## src/rtl/pmr_pkg.sv

```systemverilog
// Shared constants and types for the Park-Miller generator.
// Used by pmr_div and park_miller_random_generator; no dependencies.
package pmr_pkg;

  localparam int unsigned STATE_W = 31;
  localparam int unsigned DIV_W   = 32;
  localparam int unsigned CNT_W   = $clog2(STATE_W);
  localparam int unsigned MULT_W  = 15;
  localparam int unsigned PROD_W  = STATE_W + MULT_W;

  localparam logic [STATE_W-1:0] PM_MODULUS = 31'h7fff_ffff;
  localparam logic [MULT_W-1:0]  PM_MULT    = 15'd16807;

  localparam logic [1:0] OP_RAW     = 2'd0;
  localparam logic [1:0] OP_UNIFORM = 2'd1;
  localparam logic [1:0] OP_ONE_IN  = 2'd2;
  localparam logic [1:0] OP_SKEWED  = 2'd3;

  typedef enum logic [2:0] {
    ST_IDLE,
    ST_MUL,
    ST_FOLD,
    ST_DIV,
    ST_OUT
  } fsm_t;

  function automatic logic [STATE_W-1:0] clean_seed(input logic [DIV_W-1:0] s);
    logic [STATE_W-1:0] v;
    v = s[STATE_W-1:0];
    if (v == '0 || v == PM_MODULUS) begin
      v = STATE_W'(1);
    end
    return v;
  endfunction

endpackage

```

## src/rtl/pmr_div.sv

```systemverilog
// Iterative restoring remainder unit, one quotient bit per cycle.
// Depends on pmr_pkg for widths.
module pmr_div
  import pmr_pkg::*;
(
  input  logic               clk,
  input  logic               rst_n,
  input  logic               start,
  input  logic [STATE_W-1:0] dividend,
  input  logic [DIV_W-1:0]   divisor,
  output logic               done,
  output logic [DIV_W-1:0]   remainder
);

  logic               busy_r, busy_nxt;
  logic               done_r, done_nxt;
  logic [CNT_W-1:0]   cnt_r, cnt_nxt;
  logic [DIV_W-1:0]   rem_r, rem_nxt;
  logic [STATE_W-1:0] dvd_r, dvd_nxt;
  logic [DIV_W-1:0]   dsr_r, dsr_nxt;
  logic [DIV_W:0]     trial;

  always_comb begin
    busy_nxt = busy_r;
    done_nxt = 1'b0;
    cnt_nxt  = cnt_r;
    rem_nxt  = rem_r;
    dvd_nxt  = dvd_r;
    dsr_nxt  = dsr_r;
    trial    = {rem_r, dvd_r[STATE_W-1]};
    if (start) begin
      busy_nxt = 1'b1;
      cnt_nxt  = CNT_W'(STATE_W - 1);
      rem_nxt  = '0;
      dvd_nxt  = dividend;
      dsr_nxt  = divisor;
    end else if (busy_r) begin
      if (trial >= {1'b0, dsr_r}) begin
        rem_nxt = DIV_W'(trial - {1'b0, dsr_r});
      end else begin
        rem_nxt = trial[DIV_W-1:0];
      end
      dvd_nxt = {dvd_r[STATE_W-2:0], 1'b0};
      if (cnt_r == '0) begin
        busy_nxt = 1'b0;
        done_nxt = 1'b1;
      end else begin
        cnt_nxt = cnt_r - CNT_W'(1);
      end
    end
  end

  always_ff @(posedge clk) begin
    if (!rst_n) begin
      busy_r <= 1'b0;
      done_r <= 1'b0;
      cnt_r  <= '0;
    end else begin
      busy_r <= busy_nxt;
      done_r <= done_nxt;
      cnt_r  <= cnt_nxt;
    end
    rem_r <= rem_nxt;
    dvd_r <= dvd_nxt;
    dsr_r <= dsr_nxt;
  end

  assign done      = done_r;
  assign remainder = rem_r;

endmodule

```

## src/rtl/park_miller_random_generator.sv

```systemverilog
// Park-Miller minimal standard generator (x16807 mod 2^31-1) with request decode.
// Depends on pmr_pkg and pmr_div.
//
//   channel  | ports                                     | direction
//   ---------+-------------------------------------------+----------
//   request  | in_valid/in_ready, operation, bound, max_log | in
//   result   | out_valid/out_ready, value                | out
//   seed     | cfg_valid/cfg_ready, seed_value           | in
//
// Raw draw: multiply, fold, then output step. Uniform and one-in: multiply, fold,
// then the 31-step shared remainder unit, then output; a zero bound skips to output.
// Skewed: two state advances around one remainder pass, then output.
// One item is in work at a time; in_ready is low until the result register is
// loaded, and a stalled result holds the sequencer in its output step.
// Synchronous active-low reset loads state 1. Seed writes are taken while idle.
module park_miller_random_generator
  import pmr_pkg::*;
(
  input  logic               clk,
  input  logic               rst_n,
  input  logic               in_valid,
  output logic               in_ready,
  input  logic [1:0]         in_operation,
  input  logic [31:0]        in_bound,
  input  logic [4:0]         in_max_log,
  output logic               out_valid,
  input  logic               out_ready,
  output logic [STATE_W-1:0] out_value,
  input  logic               cfg_valid,
  output logic               cfg_ready,
  input  logic [DIV_W-1:0]   cfg_seed_value
);

  fsm_t               fsm_r, fsm_nxt;
  logic [STATE_W-1:0] gen_r, gen_nxt;
  logic [PROD_W-1:0]  prod_r, prod_nxt;
  logic [1:0]         op_r, op_nxt;
  logic [DIV_W-1:0]   bound_r, bound_nxt;
  logic [4:0]         max_log_r, max_log_nxt;
  logic [4:0]         shift_r, shift_nxt;
  logic               second_r, second_nxt;
  logic [STATE_W-1:0] res_r, res_nxt;
  logic               out_valid_r, out_valid_nxt;
  logic [STATE_W-1:0] out_value_r, out_value_nxt;

  logic               in_acc, out_free, zero_bound;
  logic [DIV_W-1:0]   folded;
  logic [STATE_W-1:0] fold_state;
  logic [DIV_W-1:0]   skew_mask;
  logic               div_start, div_done;
  logic [DIV_W-1:0]   div_divisor, div_rem;

  assign in_acc     = in_valid && in_ready;
  assign out_free   = !out_valid_r || out_ready;
  assign zero_bound = (in_bound == '0) &&
                      (in_operation == OP_UNIFORM || in_operation == OP_ONE_IN);

  assign folded     = DIV_W'(prod_r[PROD_W-1:STATE_W]) + DIV_W'(prod_r[STATE_W-1:0]);
  assign fold_state = (folded > DIV_W'(PM_MODULUS)) ?
                      STATE_W'(folded - DIV_W'(PM_MODULUS)) : folded[STATE_W-1:0];
  assign skew_mask  = (DIV_W'(1) << shift_r) - DIV_W'(1);

  pmr_div u_div (
    .clk       (clk),
    .rst_n     (rst_n),
    .start     (div_start),
    .dividend  (fold_state),
    .divisor   (div_divisor),
    .done      (div_done),
    .remainder (div_rem)
  );

  always_comb begin
    fsm_nxt = fsm_r;
    unique case (fsm_r)
      ST_IDLE: begin
        if (in_acc) begin
          fsm_nxt = zero_bound ? ST_OUT : ST_MUL;
        end
      end
      ST_MUL:  fsm_nxt = ST_FOLD;
      ST_FOLD: begin
        if (op_r == OP_RAW || (op_r == OP_SKEWED && second_r)) begin
          fsm_nxt = ST_OUT;
        end else begin
          fsm_nxt = ST_DIV;
        end
      end
      ST_DIV: begin
        if (div_done) begin
          fsm_nxt = (op_r == OP_SKEWED) ? ST_MUL : ST_OUT;
        end
      end
      ST_OUT: begin
        if (out_free) begin
          fsm_nxt = ST_IDLE;
        end
      end
      default: fsm_nxt = ST_IDLE;
    endcase
  end

  always_comb begin
    gen_nxt       = gen_r;
    prod_nxt      = prod_r;
    op_nxt        = op_r;
    bound_nxt     = bound_r;
    max_log_nxt   = max_log_r;
    shift_nxt     = shift_r;
    second_nxt    = second_r;
    res_nxt       = res_r;
    out_valid_nxt = out_valid_r && !out_ready;
    out_value_nxt = out_value_r;
    div_start     = 1'b0;
    div_divisor   = (op_r == OP_SKEWED) ? DIV_W'(max_log_r) + DIV_W'(1) : bound_r;
    in_ready      = (fsm_r == ST_IDLE);
    cfg_ready     = (fsm_r == ST_IDLE);

    unique case (fsm_r)
      ST_IDLE: begin
        if (cfg_valid) begin
          gen_nxt = clean_seed(cfg_seed_value);
        end
        if (in_acc) begin
          op_nxt      = in_operation;
          bound_nxt   = in_bound;
          max_log_nxt = in_max_log;
          second_nxt  = 1'b0;
          res_nxt     = (in_operation == OP_ONE_IN) ? STATE_W'(1) : '0;
        end
      end
      ST_MUL: begin
        prod_nxt = PROD_W'(gen_r) * PROD_W'(PM_MULT);
      end
      ST_FOLD: begin
        gen_nxt = fold_state;
        if (op_r == OP_RAW) begin
          res_nxt = fold_state;
        end else if (op_r == OP_SKEWED && second_r) begin
          res_nxt = fold_state & skew_mask[STATE_W-1:0];
        end
      end
      ST_DIV: begin
        div_start = 1'b0;
        if (div_done) begin
          case (op_r)
            OP_ONE_IN: res_nxt = (div_rem == '0) ? STATE_W'(1) : '0;
            OP_SKEWED: begin
              shift_nxt  = div_rem[4:0];
              second_nxt = 1'b1;
            end
            default:   res_nxt = div_rem[STATE_W-1:0];
          endcase
        end
      end
      ST_OUT: begin
        if (out_free) begin
          out_valid_nxt = 1'b1;
          out_value_nxt = res_r;
        end
      end
      default: ;
    endcase

    if (fsm_r == ST_FOLD && fsm_nxt == ST_DIV) begin
      div_start = 1'b1;
    end
  end

  always_ff @(posedge clk) begin
    if (!rst_n) begin
      fsm_r       <= ST_IDLE;
      gen_r       <= STATE_W'(1);
      out_valid_r <= 1'b0;
      second_r    <= 1'b0;
      op_r        <= OP_RAW;
    end else begin
      fsm_r       <= fsm_nxt;
      gen_r       <= gen_nxt;
      out_valid_r <= out_valid_nxt;
      second_r    <= second_nxt;
      op_r        <= op_nxt;
    end
    prod_r      <= prod_nxt;
    bound_r     <= bound_nxt;
    max_log_r   <= max_log_nxt;
    shift_r     <= shift_nxt;
    res_r       <= res_nxt;
    out_value_r <= out_value_nxt;
  end

  assign out_valid = out_valid_r;
  assign out_value = out_value_r;

  ap_state_nonzero: assert property (@(posedge clk) disable iff (!rst_n)
    gen_r != '0)
    else $error("generator state reached zero");

  ap_busy_after_accept: assert property (@(posedge clk) disable iff (!rst_n)
    in_acc |=> !in_ready)
    else $error("request taken while an item is in work");

  ap_div_done_in_div: assert property (@(posedge clk) disable iff (!rst_n)
    div_done |-> fsm_r == ST_DIV)
    else $error("remainder finished outside the divide step");

  ap_one_in_flag: assert property (@(posedge clk) disable iff (!rst_n)
    (fsm_r == ST_OUT && out_free && op_r == OP_ONE_IN) |=>
      out_value_r[STATE_W-1:1] == '0)
    else $error("one-in result is not a flag");

endmodule
```

## config.mk

```make
export PLATFORM = sky130hd
export DESIGN_NAME = park_miller_random_generator
export DESIGN_NICKNAME = d
export VERILOG_FILES = /design/src/rtl/pmr_pkg.sv /design/src/rtl/pmr_div.sv /design/src/rtl/park_miller_random_generator.sv
export SDC_FILE = /design/constraint.sdc
export NUM_CORES = 1
export LEC_CHECK = 0
export BUFFER_PORTS_ARGS = -buffer_cell sky130_fd_sc_hd__buf_2
export CORE_MARGIN = 2
export CORE_UTILIZATION = 63
export CTS_CLUSTER_SIZE = 10
export DETAILED_ROUTE_END_ITERATION = 16
export GPL_TIMING_DRIVEN = 0
export PLACE_DENSITY = 0.86
export SYNTH_ARGS = -nofsm -noshare
export SYNTH_HDL_FRONTEND = slang
export SYNTH_SLANG_ARGS = --single-unit
```

## constraint.sdc

```tcl
create_clock -name clk -period 7.03 [get_ports clk]
set_input_delay 0 -clock clk [delete_from_list [all_inputs] [get_ports clk]]
set_output_delay 0 -clock clk [all_outputs]
set_load 0.01 [all_outputs]
```

==> metrics.sh <==
CLOCK-SKEW-FINAL_NS=0.0196
POST-CTS-SETUP-BUFFER-COUNT=0
HOLD_VIOLATIONS=0
CORE_REGION_AREA_UM2=35400
FLOORPLAN.DIE_AREA_UM2=37300
PORT-BUFFER-COUNT=108
MULTI_INPUT_AREA_UM2=13000
CP_TOP_FAMILY='adder cells'
SYNTH_FF_TYPE='edfxtp_1'
CP_SLOWEST_STAGE_DELAY_NS=0.58
POST-ROUTE-PERIOD-UTIL=0.960
PLACE.DETAILED.INSTANCES=2845
SYNTH_ENABLE_FLOP_CELLS=213
TIMING.FINAL.SETUP_VIOLATIONS=0
GRT.MET2_USAGE=0.567
ASYNC_RESET_FF_FRAC=0
CRITICAL_PATH_DATA_REQUIRED_TIME_NS=7.33
WORST_PATH_MAX_DELAY_CELL='fa_1'
GRT_MAX_DEGREE=33
DETAIL_ROUTE.DRC_VIOLATIONS=0
WORST-PATH-MAX-FANOUT=5
PLACED_CELL_AREA_UM2=23800
FINAL_PERIOD_MINUS_WORST_SETUP_SLACK_NS=6.75
AREA_GROWTH_SYN_TO_LAYOUT_PCT=14.0
HOLD_CLASS='input pin to flop'
CTS_MAX_PATH_BUFFERS=3
DETAIL_ROUTE.FIRST_PASS.ITERATIONS=6
GRT_PASS1_WL_UM=104000
SYNTH.LIB_CELLS_USED.DISTINCT=92
MAX_FREQ_MHz=148
TRITONCTS='built'
CTS_ROOT_BUF='clkbuf_16'
WORSTSETUPENDPOINTTYPE='flop'
SETUP.WORST_PATH.START_CLASS='flop'
ROUTED_WIRELENGTH_UM=68100
NETLIST.AREA_LEADER.SHARE=0.284
YS_SEQ_ELEMENTS=290
STATUS='completed'
VIA_COUNT_OF_THE_FIRST_GLOBAL_ROUTING_PASS=18669
NETLIST_TOP_CELLS_AREA='edfxtp_1 28%, ha_1 13%, fa_1 12%'
CTS_BUFFERS=36
WORST_IR_DROP_VDD_mV=0.333
YOSYS_WARNINGS=0
GLOBALROUTE.TOTALOVERFLOW=0
CLK_PIN_SLEW_WORST_PATHS_NS=0.06
WORST_SKEW_PAIR.LATE_LATENCY_NS=0.55
POWER.TOTAL_mW=12.7
TIMING.CRITICAL_PATH.CELLS='inv_1, fa_1, inv_1, ha_1, inv_1, fa_1, inv_1, fa_1, fa_1, inv_1, fa_1, inv_1, ha_1, nand2_1, nor2_1, o41a_1, a211o_1, o221ai_2, a31oi_2, a31oi_2, o31ai_2, and2_1'
DIE_H_UM=193
PWR_DENSITY_CELL_nW_PER_UM2=496
CRITICAL_PATH.MOST_COMMON_CELL='inv_1'
FINISH.NET_COUNT=2947
CTS.SINKS=290
SYNTH_SEQ_AREA_SHARE=0.352
FINAL_MAX_SLEW_VIOL_COUNT=0
PLACEMENT_ROWS=69
GLOBAL_ROUTE.USAGE.TOTAL=0.372
GROUTE.LAYER.MET3.USAGE=0.115
ANT_NETS=0
DETAILED_PLACE_HPWL_UM=51900
SHARE_OF_FINAL_LAYOUT_STANDARD_CELLS_STRONGER_THAN_DRIVE_STRENGTH_1=0.0907
P_LEAK_nW=11.5
START_UTIL=0.636
GPL.FINAL_WEIGHTED_CONGESTION=1.03
SYN_NETS=2714
TIMING.MAX_CAP.VIOLATIONS=0
SYN-CELL-AREA_UM2=22500
IO_PINS=110
ANTENNA_VIOLATIONS_BEFORE_REPAIR=3
FP.DIEW_UM=193
TIMING.SLEW.HEADROOM=0.219
GROUTE.LAYER.MET1.USAGE=0.483
SYNTH_LARGEST_AREA_CELL='edfxtp_1'
VIAS_PER_CELL=6.33
CP_DATA_ARRIVAL_TIME_NS=7.05
SYN_AREA_PER_CELL_UM2=9.95
TIMING.SETUP.CRITICAL_PATH_CLASS='flop to flop'
LAYOUT.CELLS.NON_FILLER=2988
GLOBAL_ROUTE.PEAK_USAGE_LAYER='met2'
CRITPATHBUFINV=6
HTREE_LEVELS=2
WORST-SLEW-PIN-TRANSITION_NS=1.17
WL_PER_CELL_UM=22.8
FINALINSTANCEAREA_UM2=25700
LAYOUT.AREA.SEQ_UM2=7940
VIA_COUNT=18908
FIRST_ITER_VIOLATIONS=2116
NETLIST_INSTANCES=2264
N_FILL_CELL=2465
==> layout by cell type, fill, tap and decap left out, types with 12 or more instances in the layout <==
master / n
nand2b_1: 13
nor3_1: 34
dlygate4sd3_1: 76
a21o_1: 39
inv_1: 353
or2_2: 14
xnor2_1: 55
o21a_1: 14
o21ai_0: 124
nor4_1: 28
nand2_1: 150
nor2b_1: 16
o31ai_1: 12
dfxtp_1: 74
and2_1: 42
clkbuf_16: 36
a21oi_1: 154
xor2_1: 44
o211ai_1: 24
mux2i_1: 30
fa_1: 135
a221oi_1: 18
nor2_1: 94
a31oi_1: 18
nand4_1: 24
a22o_1: 12
clkbuf_1: 79
buf_2: 113
ha_1: 239
a211oi_1: 17
nand3_1: 35
edfxtp_1: 213
and3_1: 15
==> cell usage after synthesis (13+ instances only) <==
master,count
a221oi_1,18
nand2b_1,13
o21ai_0,125
clkbuf_1,59
a211oi_1,18
and2_1,42
xnor2_1,55
ha_1,239
a21oi_1,154
edfxtp_1,213
nand2_1,150
nor2_1,94
fa_1,135
o21a_1,14
inv_1,353
a21o_1,39
xor2_1,44
a31oi_1,20
nand3_1,35
o31ai_1,13
and3_1,16
nand4_1,24
nor4_1,29
nor3_1,35
o211ai_1,24
dfxtp_1,77
nor2b_1,16
or2_2,14
mux2i_1,30
==> where the power goes <==
part / switching (mW) / leakage, nW / internal, mW / total, mW
clock network: 0.748 / 0.526 / 1.01 / 1.76
logic: 4.87 / 8.38 / 3.19 / 8.07
registers: 0.463 / 2.63 / 2.44 / 2.90
==> worst reg2reg max path: stages (launching register included) <==
cell and delay, ns:
dfxtp_1 0.56, inv_1 0.27, fa_1 0.58, inv_1 0.04, ha_1 0.28, inv_1 0.06
fa_1 0.51, inv_1 0.05, fa_1 0.48, fa_1 0.56, inv_1 0.06, fa_1 0.53
inv_1 0.04, ha_1 0.36, nand2_1 0.11, nor2_1 0.05, o41a_1 0.40, a211o_1 0.36
o221ai_2 0.28, a31oi_2 0.22, a31oi_2 0.36, o31ai_2 0.14, and2_1 0.18
==> layer usage <==
metal  routed length [µm]  vias to the layer above
li1                     -                     8445
met1                26000                     9016
met2                29800                     1169
met3                 8300                      272
met4                 3960                        6
met5                   69                        -
==> final timing paths <==
path / slack [ns] / from / cells after the start / endpoint
worst max register to register: 0.28 / gen_r[18] / 22 / prod_r[45]
worst max-delay path: 0.28 / gen_r[18] / 22 / prod_r[45]
worst min-delay path: 0.01 / in_valid / 2 / bound_r[9]
worst min register to register: 0.42 / res_r[20] / 0 / out_value[20]
==> sequential cells by signal, indices dropped and copies added, names as in the netlist, 31 cells and up <==
| name | count |
|---|---|
| gen_r | 31 |
| u_div.dvd_r | 31 |
| bound_r | 32 |
| u_div.dsr_r | 32 |
| out_value | 31 |
| prod_r | 46 |
| u_div.remainder | 32 |
| res_r | 31 |
==> cells by family after synthesis <==
| logic type | share of synthesized area |
|---|---|
| flip-flops | 0.352 |
| AND/OR/NAND/NOR | 0.115 |
| buffers and inverters | 0.0736 |
| AO/OA/AOI/OAI | 0.154 |
| adder cells (fa/ha/maj) | 0.253 |
| multiplexers | 0.0138 |
| XOR/XNOR | 0.0385 |
==> repair_timing <==
action	CTS	global route
pin swaps	0	1
resized for setup	1	9
hold endpoints to repair	72	0
hold buffers	75	0
endpoints found under the setup margin	3	7
==> cell type report <==
type / count / share of cell area
clock buffer: 58 / 0.0387
tap: 461 / 0.0225
inverter: 354 / 0.0518
clock inverter: 8 / 0.00385
buffer: 73 / 0.0129
multi-input combinational: 1547 / 0.506
timing repair buffer: 195 / 0.0550
antenna: 2 / 0.000195
sequential: 290 / 0.309
==> through the flow <==
| stage | hold slack (ns) | setup TNS, ns | util | setup slack, ns |
|---|---|---|---|---|
| floorplan | 0.0989 | 0 | - | 1.12 |
| global placement | 0.180 | -1.93 | 0.668 | -0.994 |
| detailed placement | 0.180 | 0 | 0.672 | 0.0619 |
| CTS | 0.00318 | 0 | 0.724 | 0.0407 |
| global route | 0.0141 | -0.00559 | 0.725 | -0.00559 |
| finish | 0.00983 | 0 | 0.725 | 0.281 |
(Power assumes the default switching activity.)
